`config.mk`:
```
export PLATFORM = sky130hd
export DESIGN_NAME = text_console_cursor_scroller
export DESIGN_NICKNAME = d
export VERILOG_FILES = /design/src/rtl/tccs_pkg.sv /design/src/rtl/tccs_step.sv /design/src/rtl/text_console_cursor_scroller.sv
export SDC_FILE = /design/constraint.sdc
export NUM_CORES = 1
export LEC_CHECK = 0
export BUFFER_PORTS_ARGS = -buffer_cell sky130_fd_sc_hd__buf_4
export CAP_MARGIN = 10
export CORE_UTILIZATION = 50
export DETAILED_ROUTE_END_ITERATION = 8
export GPL_TIMING_DRIVEN = 0
export MAX_ROUTING_LAYER = met4
export PLACE_DENSITY = 0.78
export SYNTH_ARGS = -nofsm -noshare
export SYNTH_HDL_FRONTEND = slang
export SYNTH_SLANG_ARGS = --single-unit
```
`constraint.sdc`:
```
create_clock -name i_clk -period 5.6 [get_ports i_clk]
set_input_delay 0.28 -clock i_clk [delete_from_list [all_inputs] [get_ports i_clk]]
set_output_delay 0.28 -clock i_clk [all_outputs]
set_load 0.01 [all_outputs]
```
`src/rtl/tccs_pkg.sv`:
```
// shared types and constants of the text console cursor scroller
package tccs_pkg;

    localparam int SCREENS_IN_BUFFER = 2;
    localparam int NUM_SLOTS         = 8;
    localparam int CMD_W             = 41;
    localparam int OUT_TDATA_W       = 48;

    localparam logic [7:0] CH_BS      = 8'd8;
    localparam logic [7:0] CH_LF      = 8'd10;
    localparam logic [7:0] CH_CR      = 8'd13;
    localparam logic [7:0] CH_ESC     = 8'd27;
    localparam logic [7:0] CH_END_ESC = 8'd109;
    localparam logic [7:0] CH_FIRST   = 8'd32;
    localparam logic [7:0] CH_DEL     = 8'd127;
    localparam logic [6:0] GLYPH_SP   = 7'd32;

    localparam logic [7:0] COLUMNS_RST = 8'd40;
    localparam logic [6:0] ROWS_RST    = 7'd30;

    typedef enum logic [1:0] {
        CMD_DRAW  = 2'd0,
        CMD_CLEAR = 2'd1,
        CMD_TOP   = 2'd2
    } t_cmd_code;

    typedef enum logic {
        REG_COLUMNS = 1'b0,
        REG_ROWS    = 1'b1
    } t_reg_idx;

    typedef struct packed {
        logic [7:0] top_row;
        logic [7:0] span_end;
        logic [7:0] cell_row;
        logic [7:0] cell_column;
        logic [6:0] glyph;
        t_cmd_code  cmd;
    } t_cmd;

    typedef struct packed {
        logic [7:0] col;
        logic [7:0] row;
        logic [7:0] widest;
        logic       skip;
    } t_state;

    typedef struct packed {
        logic [NUM_SLOTS-1:0] mask;
        t_cmd [NUM_SLOTS-1:0] slot;
        t_state               nxt;
    } t_step;

endpackage

```
`src/rtl/tccs_step.sv`:
```
// per character decode: command slots and next cursor state
module tccs_step
    import tccs_pkg::*;
(
    input  logic [7:0] i_char,
    input  logic [7:0] i_columns,
    input  logic [6:0] i_rows,
    input  t_state     i_state,
    output t_step      o_step
);

    logic [7:0] w_mirror_from;
    logic [7:0] w_buffer_rows;
    logic [7:0] w_rows8;
    logic       w_print;
    logic       w_bs;
    logic       w_wrap;
    logic       w_mirror;
    logic       w_scroll;
    logic       w_end;
    logic [7:0] w_col1;
    logic [7:0] w_col2;
    logic [7:0] w_col3;
    logic [7:0] w_col4;
    logic [7:0] w_row4;
    logic [7:0] w_row5;
    logic [7:0] w_wid1;

    always_comb begin
        w_rows8       = {1'b0, i_rows};
        w_mirror_from = 8'(w_rows8 * (SCREENS_IN_BUFFER - 1)) + 8'd1;
        w_buffer_rows = 8'(w_rows8 * SCREENS_IN_BUFFER);
        w_mirror      = i_state.row >= w_mirror_from;

        w_print = (i_char >= CH_FIRST) && (i_char < CH_DEL);
        w_col1  = w_print ? i_state.col + 8'd1 : i_state.col;
        w_bs    = (i_char == CH_BS) && (w_col1 > 8'd1);
        w_col2  = w_bs ? w_col1 - 8'd1 : w_col1;
        w_col3  = (i_char == CH_CR) ? 8'd0 : w_col2;
        w_wrap  = (w_col3 == i_columns) || (i_char == CH_LF);
        w_wid1  = (w_wrap && (w_col3 > i_state.widest)) ? w_col3 : i_state.widest;
        w_col4  = w_wrap ? 8'd0 : w_col3;
        w_row4  = w_wrap ? i_state.row + 8'd1 : i_state.row;
        w_scroll = w_row4 >= w_rows8;
        w_end    = w_row4 == w_buffer_rows;
        w_row5   = w_end ? w_rows8 - 8'd1 : w_row4;

        // all fields zero, command draw
        o_step.slot = '0;
        o_step.mask = '0;

        // glyph draw or backspace erase
        o_step.slot[0].cmd         = CMD_DRAW;
        o_step.slot[0].glyph       = w_bs ? GLYPH_SP : i_char[6:0];
        o_step.slot[0].cell_column = w_bs ? w_col2 : i_state.col;
        o_step.slot[0].cell_row    = i_state.row;
        o_step.mask[0]             = w_print || w_bs;

        o_step.slot[1].cmd         = CMD_DRAW;
        o_step.slot[1].glyph       = i_char[6:0];
        o_step.slot[1].cell_column = i_state.col;
        o_step.slot[1].cell_row    = i_state.row - w_mirror_from;
        o_step.mask[1]             = w_print && w_mirror;

        // line end clears
        o_step.slot[2].cmd         = CMD_CLEAR;
        o_step.slot[2].cell_column = w_col3;
        o_step.slot[2].cell_row    = i_state.row;
        o_step.slot[2].span_end    = w_wid1;
        o_step.mask[2]             = w_wrap;

        o_step.slot[3].cmd         = CMD_CLEAR;
        o_step.slot[3].cell_column = w_col3;
        o_step.slot[3].cell_row    = i_state.row - w_mirror_from;
        o_step.slot[3].span_end    = w_wid1;
        o_step.mask[3]             = w_wrap && w_mirror;

        // scroll
        o_step.slot[4].cmd     = CMD_TOP;
        o_step.slot[4].top_row = w_row4 - w_rows8 + 8'd1;
        o_step.mask[4]         = w_scroll;

        o_step.slot[5].cmd      = CMD_CLEAR;
        o_step.slot[5].cell_row = w_row4;
        o_step.slot[5].span_end = w_wid1;
        o_step.mask[5]          = w_scroll && (w_col4 == 8'd0);

        // buffer wrap back to first screen
        o_step.slot[6].cmd      = CMD_CLEAR;
        o_step.slot[6].cell_row = w_row5;
        o_step.slot[6].span_end = w_wid1;
        o_step.mask[6]          = w_end && (w_col4 == 8'd0);

        o_step.slot[7].cmd = CMD_TOP;
        o_step.mask[7]     = w_end;

        o_step.nxt.col    = w_col4;
        o_step.nxt.row    = w_row5;
        o_step.nxt.widest = w_wid1;
        o_step.nxt.skip   = i_char == CH_ESC;

        if (i_state.skip) begin
            o_step.mask     = '0;
            o_step.nxt      = i_state;
            o_step.nxt.skip = i_char != CH_END_ESC;
        end
    end

endmodule

```
`src/rtl/text_console_cursor_scroller.sv`:
```
// top level: cursor state, command slot register and output sequencing
// the first command of a character appears in the cycle after it is accepted
// throughput: one character per cycle when it yields at most one command and m_axis_tready is high,
//   otherwise its commands (up to eight) go out lowest slot first, set by the output slot sequencer
// a character is accepted in the cycle its predecessor's last command is taken
// reset (synchronous, active low): cursor, widest column and escape flag cleared,
//   columns 40, rows 30, no commands pending
module text_console_cursor_scroller
    import tccs_pkg::*;
(
    input  logic                   i_clk,
    input  logic                   i_rst_n,
    input  logic                   i_cfg_we,
    input  logic                   i_cfg_addr,
    input  logic [7:0]             i_cfg_wdata,
    input  logic                   s_axis_tvalid,
    output logic                   s_axis_tready,
    input  logic [7:0]             s_axis_tdata,  // char_code
    output logic                   m_axis_tvalid,
    input  logic                   m_axis_tready,
    // cmd, glyph, cell_column, cell_row, span_end, top_row, zero pad
    output logic [OUT_TDATA_W-1:0] m_axis_tdata,
    output logic                   m_axis_tlast
);

    logic [7:0]           r_columns;
    logic [6:0]           r_rows;
    t_state               r_state;
    logic [NUM_SLOTS-1:0] r_mask;
    logic [NUM_SLOTS-1:0] n_mask;
    t_cmd [NUM_SLOTS-1:0] r_slot;
    t_step                w_step;
    logic [2:0]           w_idx;
    logic [NUM_SLOTS-1:0] w_low;
    logic                 w_single;
    logic                 w_in_acc;
    logic                 w_out_acc;

    tccs_step u_step (
        .i_char    (s_axis_tdata),
        .i_columns (r_columns),
        .i_rows    (r_rows),
        .i_state   (r_state),
        .o_step    (w_step)
    );

    always_comb begin
        w_idx = '0;
        for (int i = NUM_SLOTS - 1; i >= 0; i--) begin
            if (r_mask[i]) begin
                w_idx = 3'(i);
            end
        end
        w_low    = r_mask & (~r_mask + NUM_SLOTS'(1));
        w_single = (r_mask & (r_mask - NUM_SLOTS'(1))) == '0;

        m_axis_tvalid = r_mask != '0;
        m_axis_tlast  = w_single;
        m_axis_tdata  = OUT_TDATA_W'(r_slot[w_idx]);
        s_axis_tready = (r_mask == '0) || (w_single && m_axis_tready);
        w_in_acc      = s_axis_tvalid && s_axis_tready;
        w_out_acc     = m_axis_tvalid && m_axis_tready;

        n_mask = r_mask;
        if (w_out_acc) begin
            n_mask = r_mask & ~w_low;
        end
        if (w_in_acc) begin
            n_mask = w_step.mask;
        end
    end

    always_ff @(posedge i_clk) begin
        if (!i_rst_n) begin
            r_columns <= COLUMNS_RST;
            r_rows    <= ROWS_RST;
            r_state   <= '0;
            r_mask    <= '0;
        end else begin
            r_mask <= n_mask;
            if (w_in_acc) begin
                r_state <= w_step.nxt;
            end
            if (i_cfg_we) begin
                case (t_reg_idx'(i_cfg_addr))
                    REG_COLUMNS: r_columns <= i_cfg_wdata;
                    REG_ROWS:    r_rows    <= i_cfg_wdata[6:0];
                    default:     r_columns <= r_columns;
                endcase
            end
        end
    end

    always_ff @(posedge i_clk) begin
        if (w_in_acc) begin
            r_slot <= w_step.slot;
        end
    end

    a_skip_silent: assert property (@(posedge i_clk) disable iff (!i_rst_n)
        (w_in_acc && r_state.skip) |=> !m_axis_tvalid)
        else $error("escape-skipped item produced a command");

    a_print_emits: assert property (@(posedge i_clk) disable iff (!i_rst_n)
        (w_in_acc && !r_state.skip && s_axis_tdata >= CH_FIRST && s_axis_tdata < CH_DEL)
        |=> (m_axis_tvalid && m_axis_tdata[1:0] == CMD_DRAW))
        else $error("printable item gave no draw command");

    a_idle_ready: assert property (@(posedge i_clk) disable iff (!i_rst_n)
        !m_axis_tvalid |-> s_axis_tready)
        else $error("input stalled with no pending command");

    a_hold_state: assert property (@(posedge i_clk) disable iff (!i_rst_n)
        !w_in_acc |=> $stable(r_state))
        else $error("cursor state changed without an item");

endmodule
```
==> results of run 1 <==
[layout make-up]
cell class / count / area (sq um)
Tap cell: 220 / 275
Clock inverter: 15 / 160
Clock buffer: 17 / 425
Multi-Input combinational cell: 652 / 4640
Timing Repair Buffer: 77 / 598
Buffer: 64 / 318
Sequential cell: 134 / 3550
Inverter: 54 / 208
Fill cell: 1360 / 6410
[per-stage QoR]
stage / total power, uW / instances / util (%)
2_1_floorplan: 1320 / 907 / -
3_3_place_gp: 1410 / 1192 / 56.0
3_5_place_dp: 1420 / 1193 / 56.1
4_1_cts: 2500 / 1231 / 60.3
5_1_grt: 2600 / 1233 / 61.4
6_report: 2510 / 1233 / 61.4
[power by group through the flow]
stage	clock, uW	sequential, uW	combinational (uW)
floorplan	0	1140	183
global placement	0	1140	268
detailed placement	0	1140	276
CTS	1090	1120	289
global route	1140	1120	334
finish	1090	1120	307
[per-layer routing]
metal	global-route usage, %	vias to the layer above	routed length [um]
met5	-	-	0
met4	9.96	0	443
met3	5.65	37	1760
met2	39.8	298	10100
met1	36.8	3386	10000
li1	-	3431	-
[state kept, by name, indices dropped and copies added, names as in the netlist]
name / count
r_mask: 8
r_rows: 7
r_state: 25
r_slot: 86
r_columns: 8
[worst register-to-register path, stage by stage (launching register included)]
cell	delay, ns
dfxtp_4	0.39
ha_4	0.18
and2_2	0.20
nand3_4	0.13
o31a_1	0.42
a2111o_1	0.41
mux2_2	0.34
inv_4	0.13
o32ai_1	0.10
a2111oi_2	0.33
nand4_2	0.22
o21ba_2	0.28
buf_2	0.22
xnor2_2	0.19
inv_1	0.09
ha_1	0.16
ha_1	0.17
inv_1	0.06
fa_1	0.39
o21bai_1	0.16
a21oi_1	0.11
o21bai_1	0.13
a21oi_1	0.09
xor2_1	0.14
[cells in the mapped netlist (all sizes together) (3+ instances only)]
master / count / area share (%)
nor2: 99 / 4.4
a21oi: 60 / 3.5
o31a: 6 / 0.62
o31ai: 5 / 0.60
a21boi: 3 / 0.27
xnor2: 30 / 3.1
o32ai: 5 / 0.52
nand4: 11 / 1.1
ha: 38 / 5.6
a32oi: 4 / 0.63
or3: 6 / 0.50
a21o: 3 / 0.27
edfxtp: 86 / 30
dfxtp: 48 / 11
mux2i: 26 / 3.1
nor3: 22 / 1.5
a22oi: 11 / 0.97
buf: 20 / 1.6
inv: 54 / 2.4
a211oi: 18 / 1.6
and2: 22 / 1.6
mux2: 15 / 2.0
nand2b: 8 / 0.59
and3: 6 / 0.44
nor2b: 6 / 0.44
or4: 3 / 0.31
nor4: 13 / 1.4
nand3: 29 / 1.7
o21a: 4 / 0.35
nand2: 85 / 3.8
o21bai: 6 / 0.53
xor2: 16 / 1.7
o211ai: 6 / 0.53
fa: 4 / 0.94
o311ai: 3 / 0.52
or2: 3 / 0.22
clkbuf: 47 / 2.1
o21ai: 31 / 1.8
[repair_timing]
action / 4_1_cts / 5_1_grt
cloned: 0 / 0
buffers inserted: 7 / 4
gates resized for setup: 13 / 29
pin swaps: 6 / 8
endpoints found under the setup margin: 8 / 16
[worst max path at each step]
| stage | to | startpoint | slack, ns | depth (start not counted) |
|---|---|---|---|---|
| after floorplan | r_slot[204] | s_axis_tdata[4] | 0.07 | 27 |
| after global placement | r_slot[204] | s_axis_tdata[4] | -1.14 | 28 |
| after detailed placement | r_slot[204] | s_axis_tdata[4] | -1.17 | 28 |
| after CTS | r_slot[204] | r_state[17] | 0.003 | 24 |
| after global routing | r_slot[204] | s_axis_tdata[7] | -0.05 | 26 |
| final | r_slot[204] | r_state[17] | 0.31 | 23 |
[kinds of logic after synthesis]
| logic type | share of synthesized area (%) |
|---|---|
| and+or+nand+nor | 19.1 |
| AOI/OAI and AO/OA | 16.0 |
| DFF | 41.7 |
| buffers and inverters | 6.10 |
| xor gates and xnor gates | 5.01 |
| adders and majority gates | 6.78 |
| muxes | 5.14 |
| other | 0.0442 |
==> summary.txt, run 1 <==
Die H - 132 um
fin crit period - 5.29 ns
first-pass GRT wire length - 35,400 um
combinational power share - 12.2%
Hold Slack - 0.0698 ns
Flop pwr share - 44.5%
RSZ-0062 raised after global routing - yes
Crit. End Element - register
worst-case clock skew - 0.00595 ns
PD cells - 247 mW/mm^2
final-stage net count - 1,064
Worst path top cell family by delay - compound AO/OA/AOI/OAI gates
Post-synth EDFFs - 86
# port buffers - 65
Seq cells post-synth - 134
GP Congestion - 0.965
Initial DRC Count - 701
Core ar. - 0.0166 sq mm
Crit Path Category - reg2reg
Pleak - 0.00413 uW
Hold Vio Cnt, Final - 0
total grt overflow - 0
row count - 47
antenna cells - 0
maximum buffer depth of the clock tree - 2
DP Worst Slack - -1.17 ns
Max Cap Viol - 0
CP required - 5.78 ns
TritonRoute pass-1 iters - 5
sequential fraction of the synthesis area - 41.7%
maximum vdd drop - 136 uV
Psw - 697 uW
fmax - 0.189 GHz
CTS tree - yes
Worst Tran Pin Value - 0.859 ns
root buffer cell - clkbuf_16
Hold Crit Class - in2reg
# IOs - 73
DRC viols - 0
clock power share - 43.2%
CP cell instances - ha_4, and2_2, nand3_4, o31a_1, a2111o_1, mux2_2, inv_4, o32ai_1, a2111oi_2, nand4_2, o21ba_2, buf_2, xnor2_2, inv_1, ha_1, ha_1, inv_1, fa_1, o21bai_1, a21oi_1, o21bai_1, a21oi_1, xor2_1
crit share post-route - 94.5%
vias in the first global route - 6,818
Worst Hold Depth - 1
reg-to-reg slack, setup - 0.31 ns
worst reg2reg path depth - 23
reg-to-reg critical path startpoint - r_state[17]
Initial Utilization - 51.2%
cell count after synthesis - 901
Synth async-reset ratio - 0%
HP Start - s_axis_tdata[5]
global-route usage over all layers - 27.1%
Final Cell Area - 0.0102 sq mm
via count - 7,152
Rel. slew slack - 42.2%
ys flop type - edfxtp_1
most frequent cells in the layout - 98 x nor2_1, 86 x edfxtp_1, 84 x nand2_1, 84 x buf_4, 60 x a21oi_1
Yosys warnings - 0
Worst setup SP type - register
arrival time worst endpoint - 5.47 ns
Post-Syn Area - 0.00849 sq mm
commonest non-fill, non-tap cell in the layout - nor2_1
Post-DRT Antenna Nets - 0
Net Sw Frac - 27.7%
layout cell share with drive strength beyond 1 - 19.4%
Vias per Instance - 5.80
CTS Hold Bufs - 0
internal power - 1820 uW
hpwl dp - 16,300 um
CTS Buf Count - 17
die width - 132 um
Synth-to-Final Area Change - 19.9%
Die ar. - 0.0175 sq mm
final WL - 22,400 um
Fin Setup TNS - 0 ns
clk sinks - 134
H-Tree Depth - 4
Avg WL per Cell - 18.1 um
worst-skew pair later-pin latency - 0.43 ns
syn_area_per_cell - 9.42 sq um
FF-to-FF End - r_slot[204]
clk slew on worst S/H paths - 0.06 ns
Setup WS post-layout - 0.307 ns
Crit-path slowest cell - o31a_1
worst-path fanout max - 10
Final Setup Violations - 0
CP max stage delay - 0.42 ns
WP buf/inv - 4
Synth cell types - 86
initial antenna violation count - 0
pins over their slew limit - 0
Placed Area - 0.00931 sq mm
endpoint of the worst hold path - r_slot[48]
largest net degree at the start of global routing - 51
status - completed
(Power assumes the default switching activity.)
==> run 2, diff against run 1 <==
Settings changed: CELL_PAD_IN_SITES_DETAIL_PLACEMENT set to 1, CELL_PAD_IN_SITES_GLOBAL_PLACEMENT set to 1, CORE_UTILIZATION 50 to 43, CTS_CLUSTER_SIZE set to 40, PLACE_DENSITY 0.78 to 0.85.
==> run 2 against run 1 <==
  * Sequential power about the same
  * Critical path depth decreased by 2
  * Non-clock buffer count grew 12
  * Count of clock-buffer cells in the layout is the same
  * Clock power hardly changed
  * Routed wire length increased by 25%
  * Critical path type unchanged
  * Critical endpoint is now r_mask[5]
  * Highest routed layer unchanged
==> summary.txt, run 2 (same netlist as run 1, synthesis figures left out) <==
DRC viols - 0 (unchanged)
Initial Utilization - 43.8% (-7.4 points)
Worst Hold Depth - 1 (unchanged)
Crit Path Category - reg2reg
Pleak - 0.00416 uW (+0.92%)
clk sinks - 134 (unchanged)
worst-path fanout max - 5 (-5)
Avg WL per Cell - 21.6 um (+19%)
crit path launch - r_state[17]
GP Congestion - 0.919 (-4.8%)
Crit. End Element - register
final WL - 27,900 um (+25%)
TritonRoute pass-1 iters - 5 (unchanged)
HP Start - s_axis_tdata[5]
vias in the first global route - 7,686 (+13%)
status - completed
Crit-path slowest cell - or3b_1
Final Cell Area - 0.0103 sq mm (+1.6%)
Worst path top cell family by delay - compound AO/OA/AOI/OAI gates
Placed Area - 0.00936 sq mm (+0.52%)
Max Cap Viol - 0 (unchanged)
max FFs per register - 86 (unchanged)
Hold Crit Class - in2reg
PD cells - 245 mW/mm^2 (-0.84%)
dpl cells - 1,238 (+3.8%)
Fin Setup TNS - 0 ns (unchanged)
# port buffers - 65 (unchanged)
fin crit period - 5.43 ns (+0.133 ns)
first-pass GRT wire length - 42,400 um (+20%)
Initial DRC Count - 515 (-27%)
Top reg by flops - r_slot
root buffer cell - clkbuf_16
Worst setup SP type - register
CP max stage delay - 0.41 ns (about the same)
Rel. slew slack - 35.4% (-6.8 points)
CP required - 5.96 ns (+0.18 ns)
CTS tree - yes
row count - 51 (+8.5%)
largest net degree at the start of global routing - 46 (-9.8%)
via count - 7,552 (+5.6%)
fmax - 0.184 GHz (-2.4%)
CTS Hold Bufs - 0 (unchanged)
hpwl dp - 19,500 um (+20%)
crit share post-route - 96.9% (+2.4 points)
Die H - 143 um (+7.7%)
maximum buffer depth of the clock tree - 2 (unchanged)
pins over their slew limit - 0 (unchanged)
Hold Slack - 0.0707 ns (+0.000889 ns)
total grt overflow - 0 (unchanged)
arrival time worst endpoint - 5.78 ns (+0.31 ns)
biggest regs - r_slot (86), r_state (25)
FF-to-FF End - r_mask[5]
Post-DRT Antenna Nets - 0 (unchanged)
Hold Vio Cnt, Final - 0 (unchanged)
worst reg2reg path depth - 21 (-8.7%)
worst-skew pair later-pin latency - 0.43 ns (about the same)
most frequent cells in the layout - 98 x nor2_1, 98 x buf_4, 86 x edfxtp_1
worst-case clock skew - 0.00671 ns (+0.000768 ns)
CTS Buf Count - 17 (unchanged)
final-stage net count - 1,076 (+1.1%)
antenna cells - 0 (unchanged)
maximum vdd drop - 215 uV (+58%)
Worst Tran Pin Value - 0.960 ns (+0.101 ns)
Die ar. - 0.0203 sq mm (+16%)
Vias per Instance - 5.85 (+0.93%)
layout cell share with drive strength beyond 1 - 21.1% (+1.6 points)
global-route usage over all layers - 28.7% (+1.6 points)
CP cell instances - ha_2, mux2i_4, ha_4, nand4_1, mux2i_4, or3b_1, a311oi_2, o32ai_2, a2111oi_2, nand4_2, o21ba_4, nor2_1, xor2_1, ha_1, inv_1, fa_1, nand2_1, nand3_1, a21oi_2, nand2_1, a21oi_1
H-Tree Depth - 4 (unchanged)
Core ar. - 0.0194 sq mm (+17%)
fillers - 2,256 (+66%)
die width - 143 um (+7.7%)
reg-to-reg slack, setup - 0.17 ns (-0.13 ns)
Synth-to-Final Area Change - 21.8%
reg-to-reg critical path startpoint - r_state[17]
WP buf/inv - 1 (-3)
Final Setup Violations - 0 (unchanged)
# IOs - 73 (unchanged)
clk slew on worst S/H paths - 0.07 ns (about the same)
endpoint of the worst hold path - r_slot[48]
non-filler cells, final - 1,290 (+4.6%)
initial antenna violation count - 0 (unchanged)
[run 2: per-layer routing]
metal  vias to the layer above  share of wire, %  GRT usage (%)
met5                         -                 0              -
met4                         0               3.9           12.6
met3                        89               6.0           4.88
met2                       303                48           45.3
met1                      3718                42           36.1
li1                       3442                 -              -
[run 2: worst reg2reg max path, stage by stage (launching register included)]
cell	delay, ns
dfxtp_2	0.39
ha_2	0.32
mux2i_4	0.23
ha_4	0.22
nand4_1	0.18
mux2i_4	0.24
or3b_1	0.41
a311oi_2	0.35
o32ai_2	0.14
a2111oi_2	0.26
nand4_2	0.24
o21ba_4	0.27
nor2_1	0.23
xor2_1	0.41
ha_1	0.28
inv_1	0.07
fa_1	0.36
nand2_1	0.09
nand3_1	0.09
a21oi_2	0.31
nand2_1	0.11
a21oi_1	0.15
[run 2: how the worst max path moves through the flow]
stage,end,cells past startpoint
after global routing,r_slot[204],27
final,r_mask[5],21
after detailed placement,r_slot[204],28
after CTS,r_slot[204],23
after floorplan,r_slot[204],27
after global placement,r_slot[204],28
[run 2: layout make-up]
type	instances	area [sq um]	area share, %
multi-input cells	652	4690	45.3
plain buffers	64	323	3.12
well taps	265	332	3.21
flip-flops and latches	134	3540	34.3
inverters	54	208	2.01
clock buffers	17	425	4.12
repair buffers	89	684	6.62
clock inverters	15	134	1.30
[run 2: through the flow]
| stage | power (uW) | utilization [%] | worst slack (ns) |
|---|---|---|---|
| 2_1_floorplan | 1320 | - | 0.0733 |
| 6_report | 2530 | 53.3 | 0.174 |
| 3_3_place_gp | 1410 | 48.1 | -1.28 |
| 5_1_grt | 2610 | 53.3 | -0.0228 |
| 3_5_place_dp | 1430 | 48.2 | -1.35 |
| 4_1_cts | 2520 | 51.9 | 0.00695 |
[run 2: report_power, final]
| part | switching [uW] | total, uW | internal, uW |
|---|---|---|---|
| Sequential | 17.8 | 1120 | 1100 |
| Clock | 503 | 1090 | 584 |
| Combinational | 203 | 324 | 122 |
[run 2: timing repair]
action,4_1_cts,5_1_grt
pin swaps,6,16
resized for setup,20,35
setup endpoints to repair,16,23
buffers inserted,6,17
